<file path="src/design/clcg_pkg.sv">
// shared types and constants of the combined lcg draw block
package clcg_pkg;

  localparam int GenW  = 31;
  localparam int ProdW = 2 * GenW;
  localparam int FoldW = 8;

  // moduli are 2^31 minus a small fold constant
  localparam logic [GenW-1:0]  MOD_ONE  = 31'd2147483563;
  localparam logic [GenW-1:0]  MOD_TWO  = 31'd2147483399;
  localparam logic [FoldW-1:0] FOLD_ONE = 8'd85;
  localparam logic [FoldW-1:0] FOLD_TWO = 8'd249;

  // offset added when the difference drops below one
  localparam logic [GenW-1:0]  WRAP_ADD = 31'd2147483562;

  localparam logic [GenW-1:0]  RST_MULT_ONE = 31'd40014;
  localparam logic [GenW-1:0]  RST_MULT_TWO = 31'd40692;
  localparam logic [GenW-1:0]  RST_START    = 31'd1;

  // configuration register indexes
  typedef enum logic [1:0] {
    REG_MULT_ONE  = 2'd0,
    REG_MULT_TWO  = 2'd1,
    REG_START_ONE = 2'd2,
    REG_START_TWO = 2'd3
  } cfg_idx_t;

  typedef struct packed {
    logic [GenW-1:0] mult_one;
    logic [GenW-1:0] mult_two;
    logic [GenW-1:0] start_one;
    logic [GenW-1:0] start_two;
  } cfg_t;

endpackage

</file>
<file path="src/design/clcg_cfg.sv">
// configuration register bank of the combined lcg draw block
module clcg_cfg
  import clcg_pkg::*;
(
  input  logic            clk,
  input  logic            rst_n,
  input  logic            cfg_wr_en,
  input  cfg_idx_t        cfg_index,
  input  logic [GenW-1:0] cfg_wdata,
  output cfg_t            cfg
);

  cfg_t cfg_r;
  cfg_t cfg_nxt;

  // register write decode
  always_comb begin
    cfg_nxt = cfg_r;
    if (cfg_wr_en) begin
      case (cfg_index)
        REG_MULT_ONE:  cfg_nxt.mult_one  = cfg_wdata;
        REG_MULT_TWO:  cfg_nxt.mult_two  = cfg_wdata;
        REG_START_ONE: cfg_nxt.start_one = cfg_wdata;
        REG_START_TWO: cfg_nxt.start_two = cfg_wdata;
        default:       cfg_nxt = cfg_r;
      endcase
    end
  end

  always_ff @(posedge clk) begin
    if (!rst_n) begin
      cfg_r.mult_one  <= RST_MULT_ONE;
      cfg_r.mult_two  <= RST_MULT_TWO;
      cfg_r.start_one <= RST_START;
      cfg_r.start_two <= RST_START;
    end else begin
      cfg_r <= cfg_nxt;
    end
  end

  assign cfg = cfg_r;

endmodule

</file>
<file path="config.mk">
export PLATFORM = sky130hd
export DESIGN_NAME = clcg_cfg
export DESIGN_NICKNAME = d
export VERILOG_FILES = /design/src/design/clcg_pkg.sv /design/src/design/clcg_cfg.sv
export SDC_FILE = /design/constraint.sdc
export NUM_CORES = 1
export LEC_CHECK = 0
export BUFFER_PORTS_ARGS = -buffer_cell sky130_fd_sc_hd__buf_2
export CAP_MARGIN = 5
export CORE_AREA = 2 2 108 89
export CTS_CLUSTER_SIZE = 30
export DETAILED_ROUTE_END_ITERATION = 8
export DIE_AREA = 0 0 110 91
export PLACE_DENSITY = 0.83
export SLEW_MARGIN = 5
export SYNTH_ARGS = -nofsm -noshare
export SYNTH_HDL_FRONTEND = slang
export SYNTH_SLANG_ARGS = --single-unit
</file>
<file path="constraint.sdc">
create_clock -name clk -period 1.4 [get_ports clk]
set_input_delay 0.14 -clock clk [delete_from_list [all_inputs] [get_ports clk]]
set_output_delay 0.14 -clock clk [all_outputs]
set_load 0.02 [all_outputs]
</file>
======== After elaboration in Yosys (flattened, before gate mapping) ========
Cells that the tools add are included.
operators by class
  eq/ne operators ......................... 3
  reduce and logical (&&, ||, !) cells .... 5
operator list
  operator              count
  $reduce_and A2 Y1     4
  $eq A2 B2 Y1 const B  2
  $eq A2 B1 Y1 const B  1
  $logic_not A2 Y1      1
storage, ports and cells
  register bits ........................... 124
  input port bits ......................... 36
  word-level logic and storage cells ...... 12

======== Longest topological paths before layout ========
  depth in word-level cells ............... 2
  gate-level depth with buffers ........... 5
  depth with buffers taken out ............ 2

======== Worst setup path before layout ========
OpenSTA, ideal clock, no wires.
  kind .................................... input -> register
  start point ............................. input port cfg_index[1]
  end point ............................... register cfg_r (netlist bit cfg[116])
  setup time .............................. 0.072 ns
  arrival ................................. 0.947 ns
  slack ................................... 0.382 ns
  cell stages on the path ................. 4
  path through ............................ buf_2 -> nor3b_4 -> buf_6 -> mux2i_1
on the way
  word-level cells in the longest chain between the ends .. 2
RTL lines
  what                         RTL line        text
  start: declaration           clcg_cfg.sv:8   input cfg_idx_t cfg_index,
  $logic_not A2 Y1             clcg_cfg.sv:20  case (cfg_index)
  $reduce_and A2 Y1 (no line)  --
  end signal: assignment       clcg_cfg.sv:37  cfg_r <= cfg_nxt;
  end: declaration             clcg_cfg.sv:13  cfg_t cfg_r;
Every way passes these cells.
A chain may end at the register's enable or synchronous reset.

======== Worst setup path in the final report ========
  start point ............................. register cfg_r (netlist bit cfg[23])
  end point ............................... output port cfg[23] (netlist name)
RTL lines
  what              RTL line        text
  end: declaration  clcg_cfg.sv:10  output cfg_t cfg
No word-level cell between the ends.

==> metrics <==
status=complete, no violations; Cell Int Power=0.006393 W; Tcrit/Tclk final=84.63%; Hold WC Path Type=in2reg; Arr. time, crit path=between 1 and 1.5 ns; Pleak=3.324 nW; core area=0.008882 sq mm; RSZ-0062 raised after global routing=no; Worst-Margin Slew=~0.36 ns; synthesized net count=491; CP Max Fanout=2; row cnt=31; routed wire length per instance=15.55 um; worst setup path category=reg2out; full die area=0.01001 sq mm; Max Buffers Root-to-Sink=2; highest clock rate=0.8440 GHz; Port-buffer cells=159; clk_skew=0 ns; CTS buffer count=17; Post-Route WL=11960 um; CTS Hold Bufs=32; CTS Root Cell=clkbuf_8; commonest non-fill, non-tap cell in the layout=buf_2; most frequent cells in the layout=158 x buf_2, 135 x nand2_1, 124 x dfxtp_1; Synth-to-Final Area Change=37.70%; GRT overflow=0; Final min period=1.185 ns; critical path cell sequence=buf_2; Peak VDD IR=0.0007567 V; combinational share of power=9.9%; Starting Density=52.68%; Netlist cell types=16; hpwl dp=between 7000 and 8000 um; CTS tree=built; Largest register FFs=124; Worst path top cell family by delay=flip-flops; Clock power frac=46.8%; Slew headroom=76.16%; worst path required time=1.26 ns; Worst Setup Start Kind=register; cells after synthesis=455; fin nets=677; Sw Pwr=0.002221 W; YS warnings=0; Worst path slowest cell=dfxtp_1; CTS resizes=0; sequential share of power=43.3%; drt pass-1 iters=4; max-cap viol count=0; total power=0.008614 W; die height=91 um; DRC viols=0; H-tree depth=4; worst path bufs/invs=1; ANT nets after route=0; GRT Total Usage=24.38%; largest net degree at the start of global routing=59; share of layout cells above drive strength 1=between 30% and 40%; post-synthesis sequential area ratio=53.05%; Critical Path End Type=output pin; Worst-path clk slew=approximately 0.06 ns; drt via density=~5.1; clock sinks=124; Synth Register Bits=124; first-pass GRT wire length=18920 um; R2R Setup Slk=0.69 ns; I/O Pins=160; Clk Latency, worst-skew pair=0.51 ns; Pwr per Cell Area=1337 mW/mm^2; switching share of power=25.79%; DR vias=3920; Post-CTS Setup Bufs=0; antenna diode count=0; max-slew violations=0; synthesized area=0.004679 sq mm; CP max stage delay=between 0.3 and 0.4 ns; initial drt markers=roughly 180; setup TNS=0 ns; gpl congestion=0.7949; Fin. Hold Viols=0; Mean Syn Cell Area=10.28 sq um; initial antenna violation count=0; Die W=110 um; final setup fails=0; vias in the first global route=3977
## synth_stat cells (all sizes together)
library cell | instances | share of area [%]
nand4b | 4 | 0.75
nor2b | 21 | 2.8
dfxtp | 124 | 53
o211ai | 6 | 0.96
nor3b | 1 | 0.40
inv | 6 | 0.48
mux2i | 118 | 25
and3b | 1 | 0.19
buf | 26 | 3.7
nand3b | 2 | 0.32
nand2 | 135 | 11
nand4bb | 2 | 0.48
clkbuf | 8 | 0.64
nand3 | 1 | 0.11
## logic make-up after synthesis
| group | count (synthesis) | share of synthesized area (%) |
|---|---|---|
| simple gates | 167 | 15.88 |
| flops | 124 | 53.05 |
| mux | 118 | 25.24 |
| buf+inv | 40 | 4.866 |
| compound gates | 6 | 0.9625 |
## cell type report
| type | instances | area [sq um] |
|---|---|---|
| Clock buffer | 18 | 417.9 |
| Clock inverter | 14 | 133.9 |
| Fill cell | 637 | 2439 |
| Inverter | 6 | 22.52 |
| Multi-Input combinational cell | 291 | 1974 |
| Sequential cell | 124 | 2482 |
| Tap cell | 115 | 143.9 |
| Timing Repair Buffer | 201 | 1269 |
## final timing paths
check / from / end / cells past startpoint
worst max register to register: cfg[74]$_SDFFE_PN1P_ / cfg[74]$_SDFFE_PN1P_ / 2
worst min-delay path: cfg_wdata[16] / cfg[16]$_SDFFE_PN0P_ / 3
worst max-delay path: cfg[23]$_SDFFE_PN0P_ / cfg[23] / 1
worst min register to register: cfg[106]$_SDFFE_PN0P_ / cfg[106]$_SDFFE_PN0P_ / 2
## routing by layer
layer	share of wire [%]	track usage, %	vias up
li1	-	-	1880
met1	42	28.51	1892
met2	50	41.72	130
met3	6.5	6.963	18
met4	1.7	9.283	0
met5	0	0	-
## power by group through the flow
stage | registers, W | clock network (W) | logic [W]
2_1_floorplan | 0.00395 | 0 | 0.000348
3_3_place_gp | 0.00379 | 0 | 0.000757
3_5_place_dp | 0.00380 | 0 | 0.000779
4_1_cts | 0.00372 | 0.00408 | 0.000853
5_1_grt | 0.00374 | 0.00426 | 0.000914
6_report | 0.00373 | 0.00403 | 0.000854
## through the flow
stage          hold slack (ns)  cell area, sq um  worst slack [ns]  utilization [%]  cells
6_report               0.01982              6444            0.2152            72.55    769
4_1_cts               0.005545              6444            0.2102            72.55    769
5_1_grt                0.02717              6444            0.1670            72.55    769
3_3_place_gp            0.4242              5572            0.2922            62.73    705
3_5_place_dp            0.4260              5572            0.1956            62.73    705
2_1_floorplan           0.3010              4679            0.3816                -    455
Note: power is estimated with default switching activity, not from simulation.
