**src/design/clcg_pkg.sv**
```systemverilog
// shared types and constants of the combined lcg draw block
package clcg_pkg;

  localparam int GenW  = 31;
  localparam int ProdW = 2 * GenW;
  localparam int FoldW = 8;

  // moduli are 2^31 minus a small fold constant
  localparam logic [GenW-1:0]  MOD_ONE  = 31'd2147483563;
  localparam logic [GenW-1:0]  MOD_TWO  = 31'd2147483399;
  localparam logic [FoldW-1:0] FOLD_ONE = 8'd85;
  localparam logic [FoldW-1:0] FOLD_TWO = 8'd249;

  // offset added when the difference drops below one
  localparam logic [GenW-1:0]  WRAP_ADD = 31'd2147483562;

  localparam logic [GenW-1:0]  RST_MULT_ONE = 31'd40014;
  localparam logic [GenW-1:0]  RST_MULT_TWO = 31'd40692;
  localparam logic [GenW-1:0]  RST_START    = 31'd1;

  // configuration register indexes
  typedef enum logic [1:0] {
    REG_MULT_ONE  = 2'd0,
    REG_MULT_TWO  = 2'd1,
    REG_START_ONE = 2'd2,
    REG_START_TWO = 2'd3
  } cfg_idx_t;

  typedef struct packed {
    logic [GenW-1:0] mult_one;
    logic [GenW-1:0] mult_two;
    logic [GenW-1:0] start_one;
    logic [GenW-1:0] start_two;
  } cfg_t;

endpackage

```
**src/design/clcg_combine.sv**
```systemverilog
// difference of the two generators folded into the output range
module clcg_combine
  import clcg_pkg::*;
(
  input  logic [GenW-1:0] val_one,
  input  logic [GenW-1:0] val_two,
  output logic [GenW-1:0] rand_value
);

  logic signed [GenW+1:0] diff;
  logic signed [GenW+1:0] adj;

  assign diff = $signed({2'b00, val_one}) - $signed({2'b00, val_two});

  // below one: add the first modulus minus one
  assign adj = (diff < $signed({{(GenW+1){1'b0}}, 1'b1}))
             ? diff + $signed({2'b00, WRAP_ADD})
             : diff;

  assign rand_value = adj[GenW-1:0];

endmodule

```
**config.mk**
```make
export PLATFORM = sky130hd
export DESIGN_NAME = clcg_combine
export DESIGN_NICKNAME = d
export VERILOG_FILES = /design/src/design/clcg_pkg.sv /design/src/design/clcg_combine.sv
export SDC_FILE = /design/constraint.sdc
export NUM_CORES = 1
export LEC_CHECK = 0
export BUFFER_PORTS_ARGS = -buffer_cell sky130_fd_sc_hd__buf_4
export CAP_MARGIN = 20
export CORE_MARGIN = 5
export CORE_UTILIZATION = 55
export DETAILED_ROUTE_END_ITERATION = 8
export PLACE_DENSITY = 0.86
export SLEW_MARGIN = 25
export SYNTH_ARGS = -nofsm -noshare
export SYNTH_HDL_FRONTEND = slang
export SYNTH_SLANG_ARGS = --single-unit
```
**constraint.sdc**
```tcl
create_clock -name vclk -period 5.7
set_clock_uncertainty 0.2 [all_clocks]
set_input_delay 0.57 -clock vclk [all_inputs]
set_output_delay 0.57 -clock vclk [all_outputs]
set_load 0.005 [all_outputs]
```
# Yosys cells after proc, flatten, opt, wreduce, memory -nomap -nowiden
# Cells that the tools add are included.
[word_totals] output_inout_bits=31 elab_cells=4 latchBits=0 mem_bits_rw=0 register_bits=0 rom_bits=0 memories=0 inputBits=62
[op_classes] div=0 add_sub_neg=2 order_cmp=1 bitwise=0 reduce_logical=0 multipliers=0 shifts=0 n_mux=1 eq_ne=0
[ops] cell="less-than comparator 32 x 2 -> 1 bit, second input constant" n=1
[ops] cell="subtractor 31 x 31 -> 32 bit" n=1
[ops] cell="adder 31 x 8 -> 31 bit, second input constant" n=1
[ops] cell="two-way mux 31 bit" n=1

# Logic depth before layout (Yosys ltp)
# Gate-level depths: netlist of run 1.
[logic_depth] depth_word=3 depth_mapped=16

# Worst setup path after synthesis of run 1
# Ideal clock, no wire load.
[synth_path] kind="input -> output" from="input port val_one[0]" to="output port rand_value[28]" stages=16 t_required_ns=4.930 slack_ns=0.920 t_arrival_ns=4.010 cell_sequence="inv_1 ha_1 fa_1 nor2b_4 o2111ai_2 and3b_1 buf_6 o31ai_1 a31oi_1 o21ai_2 xor2_1 or4_1 o31ai_1 clkbuf_1 nand4_1 xnor2_1"
[synth_between] elab_chain_cells=3 elab_cells_between_ends=4
[synth_rtl] element="start: declaration" line_no="clcg_combine.sv:5" text="input logic [GenW-1:0] val_one,"
[synth_rtl] element="subtractor 31 x 31 -> 32 bit (*)" line_no="clcg_combine.sv:13" text="assign diff = $signed({2'b00, val_one}) - $signed({2'b00, val_two});"
[synth_rtl] element="adder 31 x 8 -> 31 bit / less-than comparator 32 x 2 -> 1 bit (equally long branches)" line_no="clcg_combine.sv:17, clcg_combine.sv:16"
[synth_rtl] element="two-way mux 31 bit (*)" line_no="clcg_combine.sv:17" text="? diff + $signed({2'b00, WRAP_ADD})"
[synth_rtl] element="end: declaration" line_no="clcg_combine.sv:7" text="output logic [GenW-1:0] rand_value"
# Every way passes the cells marked *; elsewhere a longest branch is shown, timed or not.

# Worst setup path after layout of run 1
[layout_path] from="input port val_one[0]" to="output port rand_value[21]"
# Same word-level chain as after synthesis.

==> results.py, run 1 <==
metrics = {
    "final_layout": {
        "regArea_um2": 0,
        "diodes": 0,
        "nFlopsAndLatches": 0,
        "clock_buffers": 0,
        "drive_gt1_share_pct": 25.44,
        "fin_nets": 604,
        "fin_util_pct": 71.01,
        "area_growth_pct": 24.66,
    },
    "timing": {
        "fin_crit_sh_pct": 92.67,
        "slew_viol_final": 0,
        "layout_min_cycle_time_ps": 5282,
        "fmax_ghz": 0.1893,
        "rsz0062_at_grt": "no",
        "finalSetupViolations": 0,
        "worstMarginPinSlew_ps": 699.4,
        "slew_headroom_pct": 52.88,
        "finalHoldViolations": 0,
        "final.setup.tns_ps": 0,
    },
    "global_routing": {
        "track_usage_pct": 23.26,
        "grt_pass1_vias": 3245,
        "grt_pass1_wl_um": 14400,
        "antenna_found_initial": 0,
        "grt_overflow": 0,
        "grt_max_degree": 13,
    },
    "critical_path": {
        "end_kind": "output pin",
        "cp_max_fo": 11,
        "worstSetupStartpointType": "input port",
        "crit_arrival_ps": 4510,
        "worstSetupPathType": "in -> out",
        "worstPathRequired_ps": 4930,
    },
    "worst_hold_path": {
        "holdPathStages": 4,
        "hold_end": "rand_value[0]",
        "min_path_type": "in -> out",
        "min_from": "val_two[0]",
    },
    "cts": {
        "post_cts_resized": 0,
        "post_cts_buffers": 0,
        "ctsHoldBuffers": 0,
    },
    "die": {
        "start_util_pct": 56.96,
        "num_rows": 26,
        "core_um2": 5140,
        "dieArea_um2": 6882,
        "ios": 93,
        "fp.dieW_um": 82.96,
        "die_y_um": 82.96,
    },
    "logic_synthesis": {
        "synth_top_cells_by_count": "inv_1, nand2_1, a21oi_1, ha_1, xnor2_1",
        "syn-num-nets": 518,
        "synth_area_per_cell_um2": 6.922,
        "synth.most_common_cell": "inv_1",
        "netlist_top_cells_area": "ha_1, xnor2_1, a21oi_1",
        "yosysTopAreaCellShare_pct": 13.68,
        "yosysWarnings": 0,
        "ys_seq_area_share_pct": 0,
        "synth_area_um2": 2928,
        "syn_inst": 423,
        "yosysTopAreaCell": "ha_1",
        "synth_cell_types": 72,
    },
    "run": {
        "drv_cap": 0,
    },
    "route": {
        "via_per_inst": 6.035,
        "drtPass1Iterations": 5,
        "detail-route-antenna-nets": 0,
        "drt_iter0_drc": 200,
        "drc_errors": 0,
        "vias": 3482,
        "wl_per_cell_um": 14.86,
        "finalWirelength_um": 8572,
    },
    "power_and_ir_drop": {
        "peakVddDrop_mv": 0.09644,
        "p_per_area_nw_per_um2": 152.0,
        "p_leak_nw": 1.697,
    },
    "placement": {
        "portBuffers": 93,
        "place_hpwl_um": 7382,
        "gp_congestion": 0.9674,
    },
    "run_status": {
        "outcome": "finished, final reports clean",
    },
}
## routing by layer
metal  vias to the layer above  wire length (um)  GRT usage (%)
met5                         -                 0              0
met4                         0               138          4.903
met3                        16               539          2.574
met2                       146              4152          41.40
met1                      1593              3742          29.96
li1                       1727                 -              -
## power by group
part / total [mW] / switching (mW) / internal, mW / leakage, nW
Sequential: 0 / 0 / 0 / 0
Combinational: 0.555 / 0.295 / 0.260 / 1.70
Clock: 0 / 0 / 0 / 0
## metrics by stage
step | total power [mW] | setup slack, ps | hold slack (ps) | cells | instance area (um2)
after floorplan | 0.3556 | 920.3 | 1094 | 423 | 2928
final | 0.5549 | 417.5 | 1315 | 577 | 3650
after global placement | 0.5397 | 646.5 | 1308 | 577 | 3650
after global routing | 0.6049 | 150.0 | 1345 | 577 | 3650
after detailed placement | 0.5512 | 459.7 | 1317 | 577 | 3650
after CTS | 0.5532 | 462.4 | 1317 | 577 | 3650
## cell type report
type               count  area [um2]
repair buffers        97       728.2
well taps             70       87.58
inverters             41       153.9
multi-input cells    369        2680
fillers              458        1490
## how the worst max path moves through the flow
stage,cells after the start,end,from
after global routing,17,rand_value[21],val_one[0]
after detailed placement,17,rand_value[21],val_one[0]
after CTS,17,rand_value[21],val_one[0]
after global placement,17,rand_value[28],val_one[0]
final,17,rand_value[21],val_one[0]
after floorplan,16,rand_value[28],val_one[0]
## cell families (layout without fill, tap and decap cells)
logic type | count (synthesis) | after routing | synth area share (%)
and+or+nand+nor | 166 | 166 | 32.73
AOI/OAI and AO/OA | 121 | 121 | 29.62
buffers and inverters | 54 | 138 | 8.462
xor gates and xnor gates | 45 | 45 | 13.46
adders and majority gates | 33 | 33 | 14.36
muxes | 4 | 4 | 1.368
## worst max-delay path, stage by stage
cell and delay (ps):
buf_4 80, inv_1 30, ha_1 210, fa_1 440, nor2b_4 150, o2111ai_2 140
and3b_1 310, o31ai_1 430, a31oi_1 210, o21ai_2 230, xor2_1 160, or4_1 490
o41ai_4 280, buf_4 240, nand4b_1 150, xnor2_1 220, buf_4 150
## cells in the final DEF (no fill, tap or decap), types with 4 or more instances in the layout
master and count:
buf_4 97, inv_1 41, nand2_1 36, a21oi_1 32, ha_1 32, xnor2_1 29, nor2_1 28, nand3_1 22
o21ai_0 18, xor2_1 16, nor3_1 11, nand4_1 10, o21a_1 8, a21o_1 7, nand2b_1 6, nand3b_1 5
and2_1 5, o31ai_1 5, and3_1 4, o21ai_1 4, o2111ai_1 4, a31oi_1 4, mux2i_1 4, or3_1 4
and4_1 4
Note: power is estimated with default switching activity, not from simulation.
==> run 2: changes to the inputs <==
Settings changed: CORE_ASPECT_RATIO set to 0.8.
==> results.py, run 2 (synthesized netlist as in run 1, its figures left out) <==
metrics = {
    "timing": {
        "final.setup.tns_ps": 0,
        "slew_headroom_pct": 49.08,
        "rsz0062_at_grt": "no",
        "fmax_ghz": 0.1879,
        "finalHoldViolations": 0,
        "slew_viol_final": 0,
        "layout_min_cycle_time_ps": 5322,
        "worstMarginPinSlew_ps": 758.3,
        "fin_hold_ws_ps": 1305,
        "fin_crit_sh_pct": 93.37,
        "finalSetupViolations": 0,
    },
    "cts": {
        "ctsHoldBuffers": 0,
        "post_cts_resized": 0,
        "post_cts_buffers": 0,
    },
    "global_routing": {
        "grt_max_degree": 13,
        "met3_usage_pct": 1.199,
        "met1_usage_pct": 34.14,
        "busiest_layer": "met2",
        "antenna_found_initial": 0,
        "use_met2_pct": 43.16,
        "track_usage_pct": 24.14,
        "grt_pass1_vias": 3069,
        "grt_pass1_wl_um": 14200,
        "grt_overflow": 0,
    },
    "power_and_ir_drop": {
        "p_per_area_nw_per_um2": 153.7,
        "swShare_pct": 53.60,
        "pwr-share-seq_pct": 0,
        "peakVddDrop_mv": 0.06114,
        "p_leak_nw": 1.692,
        "power.internal_mw": 0.2590,
        "power.switching_mw": 0.2992,
        "power_mw": 0.5583,
        "power_frac_comb_pct": 100.0,
        "p_clk_share_pct": 0,
    },
    "critical_path": {
        "crit_chain": "buf_4 -> inv_1 -> ha_1 -> fa_1 -> nor2b_4 -> o2111ai_2 -> and3b_1 -> o31ai_1 -> a31oi_1 -> o21ai_2 -> xor2_1 -> or4_1 -> o41ai_4 -> buf_4 -> nand3_1 -> xor2_1 -> buf_4",
        "worstSetupPathType": "in -> out",
        "cp_top_family": "compound AO/OA/AOI/OAI gates",
        "slowest_stage": "or4_1",
        "crit_arrival_ps": 4550,
        "path_buf_inv": 4,
        "worstPathRequired_ps": 4930,
        "cpMostUsedCell": "buf_4",
        "end_kind": "output pin",
        "cp_max_fo": 12,
        "worstSetupStartpointType": "input port",
        "slowest_delay_ps": 500,
    },
    "route": {
        "detail-route-antenna-nets": 0,
        "vias": 3448,
        "via_per_inst": 6.070,
        "drc_errors": 0,
        "finalWirelength_um": 8819,
        "drt_iter0_drc": 177,
        "drtPass1Iterations": 7,
        "wl_per_cell_um": 15.53,
    },
    "placement": {
        "place_hpwl_um": 7618,
        "portBuffers": 93,
        "placed_cells_incl_taps": 568,
        "gp_congestion": 0.8710,
    },
    "die": {
        "num_rows": 23,
        "start_util_pct": 57.48,
        "ios": 93,
        "dieArea_um2": 6892,
        "core_um2": 5094,
        "die_y_um": 75.26,
        "fp.dieW_um": 91.57,
    },
    "final_layout": {
        "area_growth_pct": 24.06,
        "final_cells": 568,
        "final_cell_mix": "buf_4, inv_1, nand2_1",
        "clock_buffers": 0,
        "nFlopsAndLatches": 0,
        "regArea_um2": 0,
        "diodes": 0,
        "fin_nets": 603,
        "layout_commonest_cell": "buf_4",
        "drive_gt1_share_pct": 25.30,
        "fin_util_pct": 71.31,
    },
    "run": {
        "drv_cap": 0,
    },
    "worst_hold_path": {
        "min_path_type": "in -> out",
    },
    "run_status": {
        "outcome": "finished, final reports clean",
    },
}
run 2: cell types whose count changed in the layout (fill, tap and decap cells not counted):
cell,before,now
buf_4,97,96
run 2: path summary, 6_finish.rpt:
| path | start | end | slack [ps] | cells after the start |
|---|---|---|---|---|
| setup / recovery | val_one[0] | rand_value[13] | 380 | 17 |
| hold / removal | val_two[0] | rand_value[0] | 1310 | 4 |
run 2: power by group through the flow:
| stage | Clock [mW] | Sequential (mW) | Combinational [mW] |
|---|---|---|---|
| 6_report | 0 | 0 | 0.558 |
| 5_1_grt | 0 | 0 | 0.608 |
| 4_1_cts | 0 | 0 | 0.554 |
| 3_5_place_dp | 0 | 0 | 0.552 |
| 3_3_place_gp | 0 | 0 | 0.539 |
| 2_1_floorplan | 0 | 0 | 0.356 |
run 2: layout make-up:
| type | count | area (um2) |
|---|---|---|
| multi-input combinational | 369 | 2680 |
| fill | 450 | 1461 |
| timing repair buffer | 96 | 720.7 |
| tap | 62 | 77.57 |
| inverter | 41 | 153.9 |
run 2: per-stage QoR:
step           instance area (um2)  setup WS [ps]
4_1_cts                       3632          382.4
6_report                      3632          377.7
3_3_place_gp                  3632          529.1
5_1_grt                       3632          77.20
3_5_place_dp                  3632          365.9
2_1_floorplan                 2928          920.3
run 2: per-layer routing:
metal  up-vias  wire length (um)
met5         -                 0
met4         0                48
met3         4               532
met2       127              3975
met1      1588              4263
li1       1729                 -
==> run 3: changes to the inputs <==
Settings changed: CORE_UTILIZATION 55 to 59, PLACE_DENSITY 0.86 to 0.92.
Clock period 5.7 ns to 6.4 ns, I/O delays scaled along.
==> results.py, run 3 (synthesized netlist as in run 1, its figures left out) <==
metrics = {
    "critical_path": {
        "worstSetupStartpointType": "input port",
        "cp_max_fo": 12,
        "crit_arrival_ps": 4740,
        "worstPathRequired_ps": 5560,
        "end_kind": "output pin",
        "worstSetupPathType": "in -> out",
    },
    "final_layout": {
        "nFlopsAndLatches": 0,
        "drive_gt1_share_pct": 25.30,
        "nFillCells": 405,
        "fin_nets": 603,
        "final_cells": 568,
        "final_cell_mix": "buf_4, inv_1, nand2_1",
        "clock_buffers": 0,
        "diodes": 0,
        "regArea_um2": 0,
        "area_growth_pct": 24.06,
        "final_cell_area_um2": 3632,
        "layout_commonest_cell": "buf_4",
    },
    "worst_hold_path": {
        "hold_end": "rand_value[0]",
        "min_from": "val_two[0]",
        "min_path_type": "in -> out",
        "holdPathStages": 4,
    },
    "placement": {
        "placed_cells_incl_taps": 568,
        "place_hpwl_um": 7601,
        "portBuffers": 93,
        "gp_congestion": 0.9443,
        "placed_cell_area_um2": 3632,
    },
    "route": {
        "vias": 3480,
        "detail-route-antenna-nets": 0,
        "drtPass1Iterations": 5,
        "drt_iter0_drc": 204,
        "wl_per_cell_um": 15.41,
        "via_per_inst": 6.127,
        "finalWirelength_um": 8753,
        "drc_errors": 0,
    },
    "run_status": {
        "outcome": "finished, final reports clean",
    },
    "run": {
        "drv_cap": 0,
    },
    "power_and_ir_drop": {
        "p_per_area_nw_per_um2": 136.8,
        "power_mw": 0.4971,
        "peakVddDrop_mv": 0.1120,
        "p_leak_nw": 1.692,
    },
    "die": {
        "die_y_um": 73.01,
        "fp.dieW_um": 88.76,
        "dieArea_um2": 6480,
        "ios": 93,
        "num_rows": 23,
        "start_util_pct": 59.50,
        "core_um2": 4921,
    },
    "timing": {
        "fin_crit_sh_pct": 87.13,
        "fin_hold_ws_ps": 1467,
        "fmax_ghz": 0.1793,
        "worstMarginPinSlew_ps": 712.7,
        "finalSetupViolations": 0,
        "finalHoldViolations": 0,
        "layout_min_cycle_time_ps": 5576,
        "final.setup.tns_ps": 0,
        "rsz0062_at_grt": "no",
        "slew_viol_final": 0,
        "slew_headroom_pct": 52.14,
    },
    "global_routing": {
        "track_usage_pct": 25.81,
        "grt_max_degree": 13,
        "grt_pass1_wl_um": 14170,
        "grt_overflow": 0,
        "grt_pass1_vias": 3165,
        "antenna_found_initial": 0,
    },
    "cts": {
        "post_cts_resized": 0,
        "ctsHoldBuffers": 0,
        "post_cts_buffers": 0,
    },
}
run 3: cell counts in the layout (fill, tap and decap cells not counted):
Identical to the previous run, type by type.
run 3: area by class of cell:
class | count | area (um2) | share of cell area [%]
repair buffers | 96 | 720.7 | 19.84
inverters | 41 | 153.9 | 4.237
well taps | 62 | 77.57 | 2.136
multi-input cells | 369 | 2680 | 73.79
run 3: per-stage QoR:
stage,utilization (%),worst slack [ps]
floorplan,-,1480
global placement,73.81,1083
detailed placement,73.81,866.8
CTS,73.81,857.4
global route,73.81,561.2
finish,73.81,823.7
run 3: metal layers:
| layer | wire, um | share of wire [%] | vias up | GRT usage (%) |
|---|---|---|---|---|
| met2 | 4094 | 47 | 171 | 45.55 |
| li1 | - | - | 1721 | - |
| met3 | 770 | 8.8 | 4 | 1.354 |
| met5 | 0 | 0 | - | 0 |
| met4 | 51 | 0.58 | 0 | 3.020 |
| met1 | 3837 | 44 | 1584 | 35.45 |
run 3: worst max-delay path by stage:
stage          startpoint        endpoint  slack, ps  depth (start not counted)
6_report       val_one[0]  rand_value[15]        820                         17
5_1_grt        val_one[0]  rand_value[15]        560                         17
4_1_cts        val_one[0]  rand_value[15]        860                         17
3_5_place_dp   val_one[0]  rand_value[15]        870                         17
3_3_place_gp   val_one[0]  rand_value[13]       1080                         17
2_1_floorplan  val_one[0]  rand_value[28]       1480                         16
run 3: report_power, final:
| part | total, mW | switching [mW] | internal [mW] |
|---|---|---|---|
| Clock | 0 | 0 | 0 |
| Sequential | 0 | 0 | 0 |
| Combinational | 0.497 | 0.266 | 0.231 |
run 3: critical path, stage by stage:
cell       delay [ps]
buf_4              80
inv_1              30
ha_1              230
fa_1              460
nor2b_4           150
o2111ai_2         140
and3b_1           310
o31ai_1           390
a31oi_1           210
o21ai_2           230
xor2_1            170
or4_1             510
o41ai_4           470
buf_4             280
nand2_1            80
xnor2_1           190
buf_4             150
